`config.mk`:
```
export PLATFORM = sky130hd
export DESIGN_NAME = sliding_window_trimmed_mean_core
export DESIGN_NICKNAME = d
export VERILOG_FILES = /design/src/rtl/core/swtm_pkg.sv /design/src/rtl/core/swtm_ram.sv /design/src/rtl/core/swtm_div.sv /design/src/rtl/core/swtm_datapath.sv /design/src/rtl/core/swtm_ctrl.sv /design/src/rtl/core/sliding_window_trimmed_mean_core.sv
export SDC_FILE = /design/constraint.sdc
export NUM_CORES = 1
export LEC_CHECK = 0
export BUFFER_PORTS_ARGS = -buffer_cell sky130_fd_sc_hd__buf_2
export CAP_MARGIN = 20
export CORE_MARGIN = 2
export CORE_UTILIZATION = 60
export DETAILED_ROUTE_END_ITERATION = 12
export PLACE_DENSITY = 0.77
export SLEW_MARGIN = 25
export SYNTH_ARGS = -nofsm -noshare
export SYNTH_HDL_FRONTEND = slang
export SYNTH_HIERARCHICAL = 1
export SYNTH_SLANG_ARGS = --single-unit
export TNS_END_PERCENT = 20
```
`constraint.sdc`:
```
create_clock -name clock -period 4.4 [get_ports clock]
set_clock_uncertainty 0.1 [all_clocks]
set_input_delay 0.66 -clock clock [delete_from_list [all_inputs] [get_ports clock]]
set_output_delay 0.66 -clock clock [all_outputs]
set_load 0.01 [all_outputs]
```
`src/rtl/core/swtm_pkg.sv`:
```
package swtm_pkg;

   // fixed field widths
   localparam int SAMPLE_BITS       = 16;
   localparam int OUT_W             = 16;
   localparam int FILL_W            = 6;
   localparam int CFG_W             = 6;
   localparam int WINDOW_MAX_DEF    = 32;
   localparam int WINDOW_SIZE_RESET = 8;

   // item kinds carried on req_tuser
   localparam logic KIND_SAMPLE = 1'b0;
   localparam logic KIND_CLEAR  = 1'b1;

   // controller to datapath
   typedef struct packed {
      logic accept;
      logic clear;
      logic cfg_write;
      logic rd_old;
      logic update;
      logic div_start;
      logic div_trim;
      logic scan_start;
      logic scan_step;
      logic trim_prep;
      logic out_load;
   } cmd_type;

   // datapath to controller
   typedef struct packed {
      logic trim_needed;
      logic scan_last;
      logic div_idle;
   } status_type;

endpackage

```
`src/rtl/core/swtm_ram.sv`:
```
module swtm_ram #(
   parameter int WIDTH = 16,
   parameter int DEPTH = 32
) (
   input  logic                     clock,
   input  logic                     we,
   input  logic [$clog2(DEPTH)-1:0] waddr,
   input  logic [WIDTH-1:0]         wdata,
   input  logic                     re,
   input  logic [$clog2(DEPTH)-1:0] raddr,
   output logic [WIDTH-1:0]         rdata
);

   logic [WIDTH-1:0] mem_ff [DEPTH];
   logic [WIDTH-1:0] rdata_ff;

   always_ff @(posedge clock) begin
      if (we) begin
         mem_ff[waddr] <= wdata;
      end
      if (re) begin
         rdata_ff <= mem_ff[raddr];
      end
   end

   assign rdata = rdata_ff;

endmodule

```
`src/rtl/core/swtm_div.sv`:
```
module swtm_div #(
   parameter int NUM_W = 24,
   parameter int DEN_W = 7
) (
   input  logic             clock,
   input  logic             reset,
   input  logic             start,
   input  logic [NUM_W-1:0] num,
   input  logic [DEN_W-1:0] den,
   output logic             idle,
   output logic             done,
   output logic [NUM_W-1:0] quo
);

   localparam int CNT_W = $clog2(NUM_W + 1);

   logic             busy_ff;
   logic             done_ff;
   logic [CNT_W-1:0] cnt_ff;
   logic [DEN_W-1:0] rem_ff;
   logic [DEN_W-1:0] rem_in;
   logic [NUM_W-1:0] quo_ff;
   logic [DEN_W-1:0] den_ff;
   logic [DEN_W:0]   shifted;
   logic             fits;

   // one quotient bit a step, restoring
   always_comb begin
      shifted = {rem_ff, quo_ff[NUM_W-1]};
      fits    = shifted >= {1'b0, den_ff};
      if (fits) begin
         rem_in = DEN_W'(shifted - {1'b0, den_ff});
      end else begin
         rem_in = DEN_W'(shifted);
      end
   end

   always_ff @(posedge clock) begin
      if (reset) begin
         busy_ff <= 1'b0;
         done_ff <= 1'b0;
         cnt_ff  <= '0;
      end else begin
         done_ff <= 1'b0;
         if (start) begin
            busy_ff <= 1'b1;
            cnt_ff  <= CNT_W'(NUM_W);
         end else if (busy_ff) begin
            cnt_ff <= cnt_ff - CNT_W'(1);
            if (cnt_ff == CNT_W'(1)) begin
               busy_ff <= 1'b0;
               done_ff <= 1'b1;
            end
         end
      end
   end

   always_ff @(posedge clock) begin
      if (start) begin
         quo_ff <= num;
         den_ff <= den;
         rem_ff <= '0;
      end else if (busy_ff) begin
         quo_ff <= {quo_ff[NUM_W-2:0], fits};
         rem_ff <= rem_in;
      end
   end

   assign idle = !busy_ff && !done_ff;
   assign done = done_ff;
   assign quo  = quo_ff;

endmodule

```
`src/rtl/core/swtm_datapath.sv`:
```
module swtm_datapath #(
   parameter int WINDOW_MAX = swtm_pkg::WINDOW_MAX_DEF
) (
   input  logic                         clock,
   input  logic                         reset,
   input  swtm_pkg::cmd_type            cmd,
   output swtm_pkg::status_type         status,
   input  logic [swtm_pkg::CFG_W-1:0]   csr_size,
   input  logic [15:0]                  req_sample,
   output logic [swtm_pkg::OUT_W-1:0]   rsp_mean,
   output logic [swtm_pkg::OUT_W-1:0]   rsp_trimmed,
   output logic [swtm_pkg::FILL_W-1:0]  rsp_filled
);

   localparam int SB    = swtm_pkg::SAMPLE_BITS;
   localparam int OW    = swtm_pkg::OUT_W;
   localparam int CNT_W = $clog2(WINDOW_MAX + 1);
   localparam int POS_W = $clog2(WINDOW_MAX);
   localparam int SUM_W = SB + CNT_W;
   localparam int NUM_W = SUM_W + 2;
   localparam int DEN_W = CNT_W + 1;

   logic [swtm_pkg::CFG_W-1:0] size_ff;
   logic [CNT_W-1:0]           eff_size;
   logic [SB-1:0]              sample_ff;
   logic [SUM_W-1:0]           sum_ff;
   logic [CNT_W-1:0]           fill_ff;
   logic [POS_W-1:0]           pos_ff;
   logic [CNT_W-1:0]           pos_nxt;
   logic [CNT_W-1:0]           fill_m2;
   logic [SB-1:0]              old_val;
   logic [CNT_W-1:0]           scan_idx_ff;
   logic                       cmp_vld_ff;
   logic                       cmp_first_ff;
   logic [SB-1:0]              lo_ff;
   logic [SB-1:0]              hi_ff;
   logic [SUM_W-1:0]           trim_n_ff;
   logic                       sel_trim_ff;
   logic [OW-1:0]              mean_ff;
   logic [OW-1:0]              trim_ff;
   logic [OW-1:0]              out_mean_ff;
   logic [OW-1:0]              out_trim_ff;
   logic [swtm_pkg::FILL_W-1:0] out_fill_ff;

   logic                       ram_re;
   logic [POS_W-1:0]           ram_raddr;
   logic [SB-1:0]              ram_rdata;
   logic [NUM_W-1:0]           div_num;
   logic [DEN_W-1:0]           div_den;
   logic                       div_idle;
   logic                       div_done;
   logic [NUM_W-1:0]           div_quo;
   logic [OW-1:0]              quo_sat;

   // window size zero acts as one, oversize saturates
   always_comb begin
      if (size_ff == '0) begin
         eff_size = CNT_W'(1);
      end else if (32'(size_ff) > WINDOW_MAX) begin
         eff_size = CNT_W'(WINDOW_MAX);
      end else begin
         eff_size = CNT_W'(size_ff);
      end
   end

   // slots are unwritten until the window is full
   assign old_val = (fill_ff == eff_size) ? ram_rdata : '0;
   assign pos_nxt = CNT_W'(pos_ff) + CNT_W'(1);
   assign fill_m2 = fill_ff - CNT_W'(2);

   assign ram_re    = cmd.rd_old || cmd.scan_step;
   assign ram_raddr = cmd.rd_old ? pos_ff : scan_idx_ff[POS_W-1:0];

   swtm_ram #(
      .WIDTH (SB),
      .DEPTH (WINDOW_MAX)
   ) u_ram (
      .clock (clock),
      .we    (cmd.update),
      .waddr (pos_ff),
      .wdata (sample_ff),
      .re    (ram_re),
      .raddr (ram_raddr),
      .rdata (ram_rdata)
   );

   // round half up: (2n + d) / (2d)
   always_comb begin
      if (cmd.div_trim) begin
         div_num = (NUM_W'(trim_n_ff) << 1) + NUM_W'(fill_m2);
         div_den = {fill_m2, 1'b0};
      end else begin
         div_num = (NUM_W'(sum_ff) << 1) + NUM_W'(fill_ff);
         div_den = {fill_ff, 1'b0};
      end
   end

   swtm_div #(
      .NUM_W (NUM_W),
      .DEN_W (DEN_W)
   ) u_div (
      .clock (clock),
      .reset (reset),
      .start (cmd.div_start),
      .num   (div_num),
      .den   (div_den),
      .idle  (div_idle),
      .done  (div_done),
      .quo   (div_quo)
   );

   assign quo_sat = (|div_quo[NUM_W-1:OW]) ? '1 : div_quo[OW-1:0];

   // control state
   always_ff @(posedge clock) begin
      if (reset) begin
         size_ff    <= swtm_pkg::CFG_W'(swtm_pkg::WINDOW_SIZE_RESET);
         sum_ff     <= '0;
         fill_ff    <= '0;
         pos_ff     <= '0;
         cmp_vld_ff <= 1'b0;
      end else begin
         cmp_vld_ff <= cmd.scan_step;
         if (cmd.cfg_write) begin
            size_ff <= csr_size;
         end
         if (cmd.cfg_write || cmd.clear) begin
            sum_ff  <= '0;
            fill_ff <= '0;
            pos_ff  <= '0;
         end else if (cmd.update) begin
            sum_ff <= sum_ff - SUM_W'(old_val) + SUM_W'(sample_ff);
            if (pos_nxt >= eff_size) begin
               pos_ff <= '0;
            end else begin
               pos_ff <= POS_W'(pos_nxt);
            end
            if (fill_ff < eff_size) begin
               fill_ff <= fill_ff + CNT_W'(1);
            end
         end
      end
   end

   // payload
   always_ff @(posedge clock) begin
      if (cmd.accept) begin
         sample_ff <= SB'(req_sample);
      end
      if (cmd.scan_start) begin
         scan_idx_ff  <= '0;
         cmp_first_ff <= 1'b1;
      end else if (cmd.scan_step) begin
         scan_idx_ff <= scan_idx_ff + CNT_W'(1);
      end
      if (cmp_vld_ff) begin
         cmp_first_ff <= 1'b0;
         if (cmp_first_ff || ram_rdata < lo_ff) begin
            lo_ff <= ram_rdata;
         end
         if (cmp_first_ff || ram_rdata > hi_ff) begin
            hi_ff <= ram_rdata;
         end
      end
      if (cmd.trim_prep) begin
         trim_n_ff <= sum_ff - SUM_W'(lo_ff) - SUM_W'(hi_ff);
      end
      if (cmd.div_start) begin
         sel_trim_ff <= cmd.div_trim;
      end
      if (cmd.clear) begin
         mean_ff <= '0;
         trim_ff <= '0;
      end else if (div_done) begin
         trim_ff <= quo_sat;
         if (!sel_trim_ff) begin
            mean_ff <= quo_sat;
         end
      end
      if (cmd.out_load) begin
         out_mean_ff <= mean_ff;
         out_trim_ff <= trim_ff;
         out_fill_ff <= swtm_pkg::FILL_W'(fill_ff);
      end
   end

   assign status.trim_needed = fill_ff > CNT_W'(2);
   assign status.scan_last   = scan_idx_ff == fill_ff - CNT_W'(1);
   assign status.div_idle    = div_idle;

   assign rsp_mean    = out_mean_ff;
   assign rsp_trimmed = out_trim_ff;
   assign rsp_filled  = out_fill_ff;

endmodule

```
`src/rtl/core/swtm_ctrl.sv`:
```
module swtm_ctrl (
   input  logic                 clock,
   input  logic                 reset,
   input  logic                 req_tvalid,
   input  logic                 req_kind,
   output logic                 req_tready,
   input  logic                 csr_tvalid,
   output logic                 csr_tready,
   output logic                 rsp_tvalid,
   input  logic                 rsp_tready,
   input  swtm_pkg::status_type status,
   output swtm_pkg::cmd_type    cmd
);

   typedef enum logic [3:0] {
      ST_IDLE,
      ST_UPDATE,
      ST_MEAN,
      ST_SCAN,
      ST_DRAIN,
      ST_TPREP,
      ST_TDIV,
      ST_WAIT,
      ST_OUT
   } state_type;

   state_type state_ff;
   state_type state_in;
   logic      rsp_valid_ff;
   logic      req_fire;
   logic      out_free;

   assign csr_tready = state_ff == ST_IDLE;
   assign req_tready = (state_ff == ST_IDLE) && !csr_tvalid;
   assign req_fire   = req_tvalid && req_tready;
   assign out_free   = !rsp_valid_ff || rsp_tready;

   always_comb begin
      cmd      = '0;
      state_in = state_ff;
      unique case (state_ff)
         ST_IDLE: begin
            cmd.cfg_write = csr_tvalid;
            if (req_fire) begin
               cmd.accept = 1'b1;
               if (req_kind == swtm_pkg::KIND_CLEAR) begin
                  cmd.clear = 1'b1;
                  state_in  = ST_OUT;
               end else begin
                  cmd.rd_old = 1'b1;
                  state_in   = ST_UPDATE;
               end
            end
         end
         ST_UPDATE: begin
            cmd.update = 1'b1;
            state_in   = ST_MEAN;
         end
         ST_MEAN: begin
            cmd.div_start  = 1'b1;
            cmd.scan_start = 1'b1;
            state_in       = status.trim_needed ? ST_SCAN : ST_WAIT;
         end
         ST_SCAN: begin
            cmd.scan_step = 1'b1;
            if (status.scan_last) begin
               state_in = ST_DRAIN;
            end
         end
         ST_DRAIN: begin
            state_in = ST_TPREP;
         end
         ST_TPREP: begin
            cmd.trim_prep = 1'b1;
            if (status.div_idle) begin
               state_in = ST_TDIV;
            end
         end
         ST_TDIV: begin
            cmd.div_start = 1'b1;
            cmd.div_trim  = 1'b1;
            state_in      = ST_WAIT;
         end
         ST_WAIT: begin
            if (status.div_idle) begin
               state_in = ST_OUT;
            end
         end
         ST_OUT: begin
            if (out_free) begin
               cmd.out_load = 1'b1;
               state_in     = ST_IDLE;
            end
         end
         default: begin
            state_in = ST_IDLE;
         end
      endcase
   end

   always_ff @(posedge clock) begin
      if (reset) begin
         state_ff     <= ST_IDLE;
         rsp_valid_ff <= 1'b0;
      end else begin
         state_ff <= state_in;
         if (cmd.out_load) begin
            rsp_valid_ff <= 1'b1;
         end else if (rsp_tready) begin
            rsp_valid_ff <= 1'b0;
         end
      end
   end

   assign rsp_tvalid = rsp_valid_ff;

endmodule

```
`src/rtl/core/sliding_window_trimmed_mean_core.sv`:
```
// sliding window mean and trimmed mean of unsigned 16-bit samples
//
// req channel: one beat per item; tuser = kind (0 sample, 1 clear), tdata = sample
// rsp channel: one beat per item with the rounded mean, the rounded mean without
// the smallest and largest filled slot, and the number of filled slots
// csr channel: writes the window size (low 6 bits of csr_tdata) and empties the
// window; it is taken only while the core is idle
//
// a clear goes straight to the output stage. a sample reads the slot it replaces,
// updates the sum and starts the serial divider (one quotient bit a cycle, 24 bits
// at default size) on the mean; with three or more filled slots the min/max scan
// reads one window slot a cycle through the single ram read port while that
// division runs, and the divider then runs once more on the trimmed mean. one
// item is worked on at a time; with a ready receiver the next req beat can go on
// the edge of the rsp beat
// reset empties the window and sets the window size to 8; no clearing pass runs.
// a stalled receiver keeps the finished result in the output register; one more item
// is taken, and its result waits in the datapath until the register frees
module sliding_window_trimmed_mean_core #(
   parameter int WINDOW_MAX = swtm_pkg::WINDOW_MAX_DEF
) (
   input  logic        clock,
   input  logic        reset,

   input  logic        req_tvalid,
   output logic        req_tready,
   input  logic [15:0] req_tdata,   // [15:0] sample
   input  logic        req_tuser,   // [0] kind

   output logic        rsp_tvalid,
   input  logic        rsp_tready,
   output logic [39:0] rsp_tdata,   // [15:0] mean, [31:16] trimmed_mean, [37:32] filled

   input  logic        csr_tvalid,
   output logic        csr_tready,
   input  logic [7:0]  csr_tdata    // [5:0] window_size
);

   swtm_pkg::cmd_type    cmd;
   swtm_pkg::status_type status;

   logic [swtm_pkg::OUT_W-1:0]  rsp_mean;
   logic [swtm_pkg::OUT_W-1:0]  rsp_trimmed;
   logic [swtm_pkg::FILL_W-1:0] rsp_filled;

   // sequencer: accepts beats, steps the datapath, owns rsp_tvalid
   swtm_ctrl u_ctrl (
      .clock      (clock),
      .reset      (reset),
      .req_tvalid (req_tvalid),
      .req_kind   (req_tuser),
      .req_tready (req_tready),
      .csr_tvalid (csr_tvalid),
      .csr_tready (csr_tready),
      .rsp_tvalid (rsp_tvalid),
      .rsp_tready (rsp_tready),
      .status     (status),
      .cmd        (cmd)
   );

   // window ram, running sum, min/max scan, divider and output register
   swtm_datapath #(
      .WINDOW_MAX (WINDOW_MAX)
   ) u_datapath (
      .clock       (clock),
      .reset       (reset),
      .cmd         (cmd),
      .status      (status),
      .csr_size    (csr_tdata[swtm_pkg::CFG_W-1:0]),
      .req_sample  (req_tdata),
      .rsp_mean    (rsp_mean),
      .rsp_trimmed (rsp_trimmed),
      .rsp_filled  (rsp_filled)
   );

   assign rsp_tdata = {2'b00, rsp_filled, rsp_trimmed, rsp_mean};

   // one item at a time: an accepted beat closes the input for the next cycle
   a_req_single: assert property (@(posedge clock) disable iff (reset)
      (req_tvalid && req_tready) |=> !req_tready)
      else $error("req accepted while an item is in flight");

   // a config write and an item are never taken on the same edge
   a_csr_req_excl: assert property (@(posedge clock) disable iff (reset)
      !(csr_tvalid && csr_tready && req_tvalid && req_tready))
      else $error("config write and item accepted together");

   // with two or fewer filled slots the trimmed mean is the plain mean
   a_trim_small: assert property (@(posedge clock) disable iff (reset)
      (rsp_tvalid && rsp_tdata[37:32] <= 6'd2) |-> (rsp_tdata[31:16] == rsp_tdata[15:0]))
      else $error("trimmed mean differs from mean with few slots");

   // an empty window reports a zero mean
   a_empty_zero: assert property (@(posedge clock) disable iff (reset)
      (rsp_tvalid && rsp_tdata[37:32] == 6'd0) |-> (rsp_tdata[15:0] == 16'd0))
      else $error("nonzero mean from an empty window");

endmodule

```
==> run metrics <==
Cells after DPL=between 3000 and 4000; final worst-path setup slack=255 ps; DIE WIDTH=246 µm; Cells after Synth=2567; Floorplan Core Area=just under 60000 µm²; # diodes=0; largest net degree at the start of global routing=65; maximum capacitance violations=0; fmax=between 0.2 and 0.25 GHz; GP Congestion=0.881; Vias/cell=5.98; GR Util met1=33.4%; Routed WL=77700 µm; Non-Filler Instances=~3500; Antenna Nets Post-Route=0; # hold bufs at CTS=0; Slew Limit Fails=0; share of power burned in registers=42.5%; Setup TNS=0 ps; Post-synth EDFFs=668; DRC Markers=0; Row Count=88; GR Util met2=between 40% and 50%; area of placed instances=36800 µm²; Yosys top cell area share=56.9%; Leak=between 10 and 15 nW; number of global-route vias before repair=21500; met3 Resource Use GR=4.11%; Int Pwr=roughly 15 mW; P per Cell Area=518 nW/µm²; Rel. slew slack=approximately 40%; Peak VDD IR=~0.00046 V; crit path max fanout=5; switch share=28.8%; FF-to-FF path depth=19; Place WS=-113 ps; CTS HTree Levels=3; Primary FF master, synth=edfxtp_1; net switching power=5.91 mW; crit path time final=4140 ps; Hold Crit Class=input port to register; Seq/Total Area, Yosys=62.5%; first drt pass iteration count=5; Final setup viols=0; Worst EP arrival=~4500 ps; Synth area leaders=edfxtp_1 57%, mux2i_1 7.9%, dfxtp_1 5.6%, ha_1 4.2%, fa_1 2.0%; area delta synth->final=12.3%; die area=slightly above 60000 µm²; Starting Density=60.8%; num ports=73; #FFs+latches synth=766; Non-Filler Cell Area, Final=39600 µm²; Worst Tran Pin Value=between 900 and 1000 ps; WL per Instance=about 22 µm; outcome=complete, no violations; reg2reg start=u_datapath/size_ff[1]$_SDFFE_PP0P_; Setup crit start kind=register; clock sink total=766; Post-Syn Area=35200 µm²; die height=246 µm; CP Capture Type=register; count of cell types in the netlist=88; Yosys Warn Count=6; gr usage total=roughly a quarter; first-pass GRT wire length=about 120000 µm; end of the worst register-to-register path=u_datapath/sum_ff[21]$_SDFFE_PP0P_; gr busiest metal=met2; Skew-Pair Late Insertion Delay=640 ps; CTS root buf=clkbuf_16; Final nets=around 2900; DRT iter0 DRCs=~1900; Worst Hold End=u_datapath/sample_ff[10]$_DFFE_PP_; Hold Path Depth=1; ys async rst share=0%; part of the cycle the worst path needs=94.2%; Min-Delay Startpoint=req_tdata[10]; clock-pin transition on the worst setup and hold timing paths=60 ps; CP Data Required Time=4790 ps; I/O Buffers=just under 70; CTS buffer count=79; Comb power frac=24.4%; Final Hold Violating Endpoints=0; hpwl dp=51000 µm; R2R setup slack=260 ps; crit path kind=register to register; Clock power frac=33.1%; initial antenna violation count=1; routed via count=21200; CTS max path bufs=3; Power, Total=20.5 mW; TritonCTS clock tree=yes; Avg Cell Area, Syn=roughly 14 µm²; post-synth top area cell=edfxtp_1; share of layout cells above drive strength 1=14.2%; global route overflow=0
-- worst max-delay path: stages (launching register included) --
cell	delay [ps]
dfxtp_1	320
nor4_2	260
nor2_1	60
nor2_1	150
ha_1	280
nand2_4	110
nor2_4	70
and2_1	170
fa_1	470
inv_1	40
ha_1	310
a21o_1	190
or4_1	480
a21oi_2	160
buf_4	130
o21ai_1	100
a31oi_2	230
o21ai_0	140
o21ai_0	170
a31oi_1	60
-- final cells by class --
| class | instances | area [µm²] |
|---|---|---|
| inverter | 139 | 524 |
| clock buffer | 99 | 2170 |
| tap | 765 | 957 |
| timing repair buffer | 195 | 1420 |
| sequential | 766 | 22000 |
| clock inverter | 41 | 484 |
| fill | 3937 | 18300 |
| multi-input combinational | 1543 | 12000 |
-- metrics by stage --
stage	util [%]	hold slack [ps]
3_3_place_gp	63.6	315
4_1_cts	68.2	67.8
2_1_floorplan	-	309
3_5_place_dp	63.6	317
5_1_grt	68.4	73.1
6_report	68.4	98.2
-- worst max path at each step --
| stage | startpoint | end | slack [ps] | depth (start not counted) |
|---|---|---|---|---|
| 6_report | u_datapath/size_ff[1]$_SDFFE_PP0P_ | u_datapath/sum_ff[21]$_SDFFE_PP0P_ | 260 | 19 |
| 5_1_grt | u_datapath/size_ff[1]$_SDFFE_PP0P_ | u_datapath/sum_ff[21]$_SDFFE_PP0P_ | -2 | 19 |
| 4_1_cts | u_datapath/size_ff[1]$_SDFFE_PP0P_ | u_datapath/sum_ff[21]$_SDFFE_PP0P_ | 80 | 19 |
| 3_5_place_dp | u_datapath/size_ff[1]$_SDFFE_PP0P_ | u_datapath/sum_ff[21]$_SDFFE_PP0P_ | -110 | 19 |
| 3_3_place_gp | u_datapath/size_ff[1]$_SDFFE_PP0P_ | u_datapath/sum_ff[21]$_SDFFE_PP0P_ | -7 | 19 |
| 2_1_floorplan | u_datapath/size_ff[1]$_SDFFE_PP0P_ | u_datapath/sum_ff[21]$_SDFFE_PP0P_ | 400 | 19 |
-- timing repair --
item                       in CTS  in global routing
setup buffers                   0                  4
setup endpoints to repair       2                  7
gates cloned                    0                  1
resized for setup               1                  7
pin swaps                       0                  8
-- metal layers --
metal	up-vias	wire (µm)
met5	-	15
met4	2	3320
met3	167	5090
met2	751	37900
met1	10400	31400
li1	9857	-
-- synth_stat cells (4+ instances only) --
cell type / instances
inv_1: 138
mux2i_1: 278
xnor2_1: 74
fa_1: 35
buf_1: 5
a2111oi_0: 4
a211oi_1: 37
o21ai_1: 5
clkbuf_1: 51
a31oi_1: 24
nor2b_1: 16
dfxtp_1: 98
ha_1: 119
nand2_1: 105
a21o_1: 39
nor3b_1: 7
nor3_1: 38
buf_12: 5
and2_1: 18
nand4_1: 33
or3_1: 4
a21oi_1: 100
a41oi_1: 4
nor4_1: 7
buf_4: 23
a22o_1: 32
o21a_1: 6
edfxtp_1: 668
nand3_1: 55
o21bai_1: 8
or2_2: 5
buf_8: 6
mux2_2: 30
nor2_1: 186
o21ai_0: 45
xor2_1: 35
nand2b_1: 30
and3_1: 14
a22oi_1: 64
a21oi_2: 4
nand3b_1: 13
buf_6: 9
or3b_2: 4
buf_2: 21
-- logic make-up after synthesis --
| kind of cell | Yosys count | share of synthesized area, % |
|---|---|---|
| other cells | 2 | 0.0213 |
| xor+xnor | 109 | 2.71 |
| compound gates | 410 | 8.18 |
| mux | 308 | 8.86 |
| buf+inv | 260 | 3.71 |
| simple gates | 558 | 7.82 |
| fa+ha+maj | 154 | 6.21 |
| flops | 766 | 62.5 |
-- layout by cell type (no fill, tap or decap), types with 36 or more instances in the layout --
cell,n
a211oi_1,37
a21o_1,39
a21oi_1,99
a22oi_1,64
buf_2,68
buf_4,117
clkbuf_16,84
dfxtp_1,98
edfxtp_1,668
ha_1,119
inv_1,138
mux2i_1,278
nand2_1,104
nand3_1,55
nor2_1,183
nor3_1,36
o21ai_0,45
xnor2_1,74
-- power by group through the flow --
stage	sequential, mW	clock [mW]	combinational [mW]
finish	8.72	6.79	5.01
global route	8.76	7.14	5.43
CTS	8.72	6.88	4.90
detailed placement	8.87	0	4.87
global placement	8.85	0	4.72
floorplan	8.83	0	3.69
-- sequential cells by signal, indices dropped and copies added, names as in the netlist, 22 cells and up --
name	count
u_datapath/sum_ff	22
u_datapath/trim_n_ff	22
u_datapath/u_div/quo	24
u_datapath/u_ram/mem_ff	512
Power figures use the tool's default switching activity.
